$ cat src/rtl/core/assert_macros.svh
// Assertion macros shared by the RTL of the sequential list table.
// Depends on nothing; each macro expects clk and rst_n in the scope where it is used.
`ifndef ASSERT_MACROS_SVH
`define ASSERT_MACROS_SVH

// Property checked at every rising clock edge while out of reset.
`define LST_ASSERT(label, prop, msg) \
  label: assert property (@(posedge clk) disable iff (!rst_n) (prop)) else $error(msg);

// Implication with the consequent in the next cycle.
`define LST_ASSERT_NEXT(label, ante, cons, msg) \
  label: assert property (@(posedge clk) disable iff (!rst_n) (ante) |=> (cons)) \
    else $error(msg);

`endif

$ cat src/rtl/core/lst_pkg.sv
// Package of the sequential list table: capacity, widths, operation and status codes,
// and the control struct that the top level hands to every list cell. Depends on nothing.
`default_nettype none

package lst_pkg;

  // Number of list entries, held one per cell.
  localparam int CAPACITY = 64;
  // Width of a zero-based entry index.
  localparam int IDX_W = (CAPACITY > 2) ? $clog2(CAPACITY) : 1;
  // Width of the entry count (0 .. CAPACITY).
  localparam int CNT_W = $clog2(CAPACITY + 1);
  // Width used when positions and counts are compared; one spare bit for pos + 1.
  localparam int CMP_W = ((CNT_W > 7) ? CNT_W : 7) + 1;

  localparam int DATA_W = 32;

  // Operation codes.
  localparam logic [2:0] OP_INSERT = 3'd0;
  localparam logic [2:0] OP_DELETE = 3'd1;
  localparam logic [2:0] OP_LOCATE = 3'd2;
  localparam logic [2:0] OP_SORTED = 3'd3;
  localparam logic [2:0] OP_CLEAR  = 3'd4;

  // Status codes.
  localparam logic [1:0] STAT_OK      = 2'd0;
  localparam logic [1:0] STAT_RANGE   = 2'd1;
  localparam logic [1:0] STAT_FULL    = 2'd2;
  localparam logic [1:0] STAT_MISSING = 2'd3;

  // Per-cycle command broadcast to all cells.
  typedef struct packed {
    logic                     shift_up;    // open a slot at tgt_idx
    logic                     shift_down;  // close the slot at tgt_idx
    logic [IDX_W-1:0]         tgt_idx;
    logic signed [DATA_W-1:0] new_val;
  } cell_ctrl_t;

endpackage

`default_nettype wire

$ cat src/rtl/core/lst_cell.sv
// One cell of the list chain: holds one entry, compares it with the search value
// and takes its neighbor's entry on a shift. Depends on lst_pkg.
`default_nettype none

module lst_cell (
  input  wire logic                            clk,
  input  wire logic [lst_pkg::IDX_W-1:0]       my_idx,
  input  wire lst_pkg::cell_ctrl_t             ctrl,
  input  wire logic [lst_pkg::IDX_W-1:0]       pick_idx,
  input  wire logic signed [lst_pkg::DATA_W-1:0] cmp_val,
  input  wire logic signed [lst_pkg::DATA_W-1:0] left_data,
  input  wire logic signed [lst_pkg::DATA_W-1:0] right_data,
  output logic signed [lst_pkg::DATA_W-1:0]    data_o,
  output logic                                 eq_o,
  output logic                                 ge_o,
  output logic signed [lst_pkg::DATA_W-1:0]    pick_o
);

  logic signed [lst_pkg::DATA_W-1:0] data_r;
  logic signed [lst_pkg::DATA_W-1:0] data_nxt;

  // Entry update: insert moves entries above the target up, delete moves them down.
  always_comb begin
    data_nxt = data_r;
    if (ctrl.shift_up) begin
      if (my_idx == ctrl.tgt_idx) begin
        data_nxt = ctrl.new_val;
      end else if (my_idx > ctrl.tgt_idx) begin
        data_nxt = left_data;
      end
    end else if (ctrl.shift_down) begin
      if (my_idx >= ctrl.tgt_idx) begin
        data_nxt = right_data;
      end
    end
  end

  // Entries are payload and carry no reset.
  always_ff @(posedge clk) begin
    data_r <= data_nxt;
  end

  // Compare flags for locate and sorted insert, and the entry read out by delete.
  // The read-out index comes straight from the command register, so it does not
  // depend on the shift control that the decoder derives from these outputs.
  assign eq_o   = (data_r == cmp_val);
  assign ge_o   = !(data_r < cmp_val);
  assign pick_o = (my_idx == pick_idx) ? data_r : '0;
  assign data_o = data_r;

endmodule

`default_nettype wire
$ cat config.mk
export PLATFORM = sky130hd
export DESIGN_NAME = lst_cell
export DESIGN_NICKNAME = d
export VERILOG_FILES = /design/src/rtl/core/assert_macros.svh /design/src/rtl/core/lst_pkg.sv /design/src/rtl/core/lst_cell.sv
export SDC_FILE = /design/constraint.sdc
export NUM_CORES = 1
export LEC_CHECK = 0
export BUFFER_PORTS_ARGS = -buffer_cell sky130_fd_sc_hd__buf_4
export CORE_UTILIZATION = 37
export CTS_CLUSTER_DIAMETER = 80
export CTS_CLUSTER_SIZE = 28
export DETAILED_ROUTE_END_ITERATION = 8
export PLACE_DENSITY_LB_ADDON = 0.15
export REMOVE_ABC_BUFFERS = 1
export SLEW_MARGIN = 20
export SYNTH_ARGS = -nofsm -noshare
export SYNTH_HDL_FRONTEND = slang
export SYNTH_SLANG_ARGS = --single-unit
$ cat constraint.sdc
create_clock -name clk -period 2.9 [get_ports clk]
set_input_delay 0.29 -clock clk [delete_from_list [all_inputs] [get_ports clk]]
set_output_delay 0.29 -clock clk [all_outputs]
set_load 0.01 [all_outputs]
==> impl_results.md, run 1 <==
- Outcome: completed
- GR peak layer: met2
- CTS Buf Count: 5
- Drc violations: 0
- Unrepaired setup endpoints after global routing: false
- WL final: 8.78 mm
- Cell with the most instances after synthesis: a21oi_1
- Max incr delay on CP: 420 ps
- Dpl hpwl: slightly above 7 mm
- Die Y: ~90 um
- Startpoint types: flop
- Clk sink count: 32
- GR Overflow Total: 0
- Syn_area_per_cell: 8.99 sq um
- Via Count: just over 3000
- Starting Density: 38.9%
- Area contributors post-synth: edfxtp_1, ha_1, mux2i_1
- IO Port Bufs: roughly 210
- Max-slew headroom: about 30%
- Crit path max fanout: 3
- Fill cells: 637
- Avg WL per Cell: about 14 um
- Commonest cells post-synth: a21oi_1, ha_1, inv_1, nor2_1
- Fmax: 374 MHz
- Mapped Cells: 317
- Post_cts resized: 0
- Met3 Use GR: 5.50%
- Pwr/cell area: 356 nW/um^2
- Synth Register Bits: 32
- Met1 usage: 24.2%
- Clock transition at path regs: approximately 70 ps
- Prevailing post-synth register cell: edfxtp_1
- Share of the synthesized area in the top cell type: 33.7%
- Syn-to-layout area delta: 65.0%
- Vias/cell: slightly below 5
- Final Max Slew Viols: 0
- Placer Congestion: 0.847
- Total of max-cap violations: 0
- Worst EP arrival: approximately 2400 ps
- Buf+Inv Stages, Crit Path: 1
- Leakage Power: 2.34 nW
- Clk buf depth: 2
- Final period util: 92.1%
- First-pass GRT wire length: about 14 mm
- Post-Syn Area: 2850 sq um
- Final ANT Viol Nets: 0
- Die area: between 8000 and 9000 sq um
- Final #Nets: ~720
- Core footprint: 7330 sq um
- Total GRT Usage: between 20% and 30%
- Placed Area: roughly 4600 sq um
- Peak VDD IR: 0.000191 V
- Sequential share of the synthesized area: between 30 and 40%
- TritonCTS clock tree: built
- Slowest CP cell: edfxtp_1
- IO Count: 215
- Crit Path Category: reg -> out
- Number of flops mapped to enable cells by yosys: 32
- Asr flop ratio synth: 0%
- Root Driver: clkbuf_8
- Crit path required time: 2610 ps
- Met2 global-route usage: 40.3%
- CP Capture Type: primary output
- Cell Chain, Critical Path: ha_1 > nand4_1 > nor3_1 > a21boi_0 > o41ai_2 > nand2_1 > mux2_4 > buf_4
- Initial DRC count: 55
- H-tree levels: 2
- Vias in the first global route: 3023
- Num rows: 31
- Postcts setup bufs: 0
- Final setup fails: 0
- Chip width: 89.8 um
- Library cells used by synthesis: 28
- Pwr Total: between 0.0015 and 0.002 W
- Yosys Warn Count: 0
- Top delay family on crit path: simple AND/OR/NAND/NOR gates
- # diodes: 0
- Tmin final: 2670 ps
- Max reg flops: 32
- Layout cell share with drive strength beyond 1: 43.7%
- Antenna violations before repair: 0
- Final Cell Area: between 4000 and 5000 sq um
- Largest net degree at the start of global routing: 65
- Slew @ Worst Pin: 1050 ps
- Area leader, netlist: edfxtp_1
- Router iterations before antenna repair: 4
- HP Class: in -> reg
- CTS Hold Bufs: 0
- Hold Fails Final Rpt: 0
- Hold_ws: 325 ps
final timing paths:
kind	from	end	slack (ps)	cells after the start
setup / recovery	data_o[15]$_DFFE_PP_	ge_o	230	8
hold / removal	right_data[5]	data_o[5]$_DFFE_PP_	320	3
per-layer routing:
metal / share of wire [%] / vias up / routed length, um
met4: 1.4 / 0 / 122
li1: - / 1541 / -
met5: 0 / - / 0
met1: 39 / 1338 / 3420
met2: 52 / 140 / 4560
met3: 7.6 / 11 / 666
through the flow:
step / utilization, % / setup TNS [ps] / cells / worst slack, ps
CTS: 64.0 / 0 / 630 / 110
finish: 64.1 / 0 / 630 / 229
global placement: 62.5 / 0 / 622 / 417
floorplan: - / -14970 / 304 / -351
global route: 64.1 / 0 / 630 / 21.1
detailed placement: 62.5 / 0 / 622 / 410
worst min-delay path, cell delays in order:
cell and delay [ps]:
buf_4 70, nor2_1 30, a21oi_1 100
cells in the final DEF, fill, tap and decap left out, drive strengths merged, types with 2 or more instances in the layout:
master and count:
buf 219, clkbuf 6, xnor2 4, o21ai 3
edfxtp 32, nor2b 2, and2 31, nand4 10
a211oi 2, ha 38, nor2 37, nand3 3
nor4 2, inv 38, mux2i 32, nand2 7
a21o 5, nor3 3, a21oi 45, o211ai 2
xor2 2
power breakdown:
group          internal [W]  switching, W
Clock              0.000255      0.000167
Combinational      0.000338      0.000269
Sequential         0.000594     0.0000511
Total               0.00119      0.000487
layout make-up:
cell class,instances,area [sq um],area share (%)
clock buffer,6,72.6,1.54
clock inverter,2,35.0,0.745
tap,99,124,2.63
inverter,38,143,3.03
timing repair buffer,219,1640,35.0
sequential,32,961,20.4
multi-input combinational,234,1720,36.6
logic make-up (layout without fill, tap and decap cells):
logic type | Yosys count | in the layout | share of synthesized area [%]
xor+xnor | 6 | 6 | 1.84
compound gates | 61 | 61 | 11.9
simple gates | 96 | 96 | 17.0
mux | 33 | 33 | 11.8
fa+ha+maj | 38 | 38 | 16.7
flops | 32 | 32 | 33.7
buf+inv | 51 | 265 | 7.11
(Power assumes the default switching activity.)
==> inputs of run 2 (changes only) <==
--- a/config.mk
+++ b/config.mk
@@ -11,7 +11,6 @@
 export CTS_CLUSTER_SIZE = 28
 export DETAILED_ROUTE_END_ITERATION = 8
 export PLACE_DENSITY_LB_ADDON = 0.15
-export REMOVE_ABC_BUFFERS = 1
 export SLEW_MARGIN = 20
 export SYNTH_ARGS = -nofsm -noshare
 export SYNTH_HDL_FRONTEND = slang
==> run 2 against run 1 <==
  * Core utilization fell by 0.56 points
  * Count of clock-buffer cells in the layout increased by 1
  * Global-route usage down 0.10 points
  * Sequential share of layout area rose by 0.18 points
  * Largest power group unchanged
  * Highest routed layer unchanged
==> impl_results.md, run 2 (synthesis gave the netlist of run 1 again) <==
- First-pass GRT wire length: 13.9 mm
- Crit path max fanout: 3
- TritonCTS clock tree: built
- Total GRT Usage: 21.5%
- Core footprint: roughly 7300 sq um
- Crit path required time: 2610 ps
- Peak VDD IR: 0.000180 V
- Setup TNS: 0 ps
- Router iterations before antenna repair: 4
- Clk sink count: 32
- WL final: 8.82 mm
- Most frequent cells in the layout: buf_4, a21oi_1, inv_1, ha_1, nor2_1
- Fill cells: ~640
- H-tree levels: 2
- Starting Density: 38.9%
- CP Capture Type: primary output
- CTS Hold Bufs: 0
- Slew @ Worst Pin: 1030 ps
- Syn Nets: roughly 500
- Slowest CP cell: edfxtp_1
- CTS Buf Count: 5
- # diodes: 0
- Vias/cell: 4.78
- Crit Path Category: reg -> out
- IO Port Bufs: 214
- Cell Chain, Critical Path: ha_1 > nand4_1 > nor3_1 > a21boi_0 > o41ai_1 > nand2_1 > mux2_4 > buf_4
- IO Count: 215
- Avg WL per Cell: 14.0 um
- Root Driver: clkbuf_8
- Final ANT Viol Nets: 0
- Antenna violations before repair: 0
- Fmax: 368 MHz
- Tmin final: 2720 ps
- Leakage Power: around 2.3 nW
- Layout cell share with drive strength beyond 1: 42.9%
- Dpl hpwl: about 7.4 mm
- Initial DRC count: 63
- Worst EP arrival: 2430 ps
- Pre-CTS setup slack: 414 ps
- Clock transition at path regs: 70 ps
- Drc violations: 0
- Register Area: 961 sq um
- Outcome: completed
- Commonest non-fill, non-tap cell in the layout: buf_4
- Final period util: 93.8%
- Unrepaired setup endpoints after global routing: false
- Vias in the first global route: 2982
- Multi-input gate area: 1710 sq um
- Die Y: 89.8 um
- Max-slew headroom: 30.9%
- Clk buf depth: 2
- Startpoint types: flop
- Placer Congestion: 0.819
- Max incr delay on CP: roughly 430 ps
- Final setup fails: 0
- Final Max Slew Viols: 0
- Postcts setup bufs: 0
- Final worst slack: roughly 180 ps
- Via Count: 3011
- Final #Nets: about 700
- Total of max-cap violations: 0
- HP Class: in -> reg
- Die area: between 8000 and 9000 sq um
- Num rows: 31
- Syn-to-layout area delta: 63.6%
- Pwr/cell area: ~340 nW/um^2
- Chip width: 89.8 um
- GR Overflow Total: 0
- Max reg flops: 32
- Hold Fails Final Rpt: 0
- Post_cts resized: 0
- Largest net degree at the start of global routing: 65
[run 2: cell types whose count changed in the layout (fill, tap and decap cells not counted), sizes merged]
cell,before,now
clkbuf,6,7
bufinv,1,0
[run 2: area by class of cell]
cell class	instances	area share (%)
clock inverters	1	0.0805
well taps	99	2.66
repair buffers	219	35.3
flip-flops and latches	32	20.6
inverters	38	3.06
multi-input cells	234	36.7
clock buffers	7	1.64
[run 2: critical path: cells and delay by family, from the launching register on]
family / cells / cell delay (ps)
and+or+nand+nor: 3 / 560
DFF: 1 / 430
AOI/OAI and AO/OA: 2 / 370
adders and majority gates: 1 / 330
muxes: 1 / 300
buffers and inverters: 1 / 140
[run 2: final timing paths]
kind,startpoint,end,cells after the start
min,right_data[11],data_o[11]$_DFFE_PP_,3
max,data_o[15]$_DFFE_PP_,ge_o,8
[run 2: report_power, final]
| part | internal [W] | switching, W |
|---|---|---|
| Clock | 0.000167 | 0.000160 |
| Sequential | 0.000595 | 0.0000518 |
| Combinational | 0.000339 | 0.000270 |
[run 2: per-layer routing]
layer,wire [um],part of all wire (%),track usage [%],up-vias
met5,0,0,0,-
li1,-,-,-,1536
met1,3430,39,22.8,1351
met2,4710,53,41.9,111
met3,542,6.1,4.65,13
met4,148,1.7,6.42,0
[run 2: per-stage QoR]
stage	cell area [sq um]	instances	power (W)	util, %	hold slack, ps
after floorplan	2850	317	0.000919	-	516
after global placement	4580	622	0.00125	62.5	607
after detailed placement	4580	622	0.00127	62.5	614
after CTS	4660	630	0.00160	63.6	323
after global routing	4660	630	0.00169	63.6	337
final	4660	630	0.00158	63.6	328
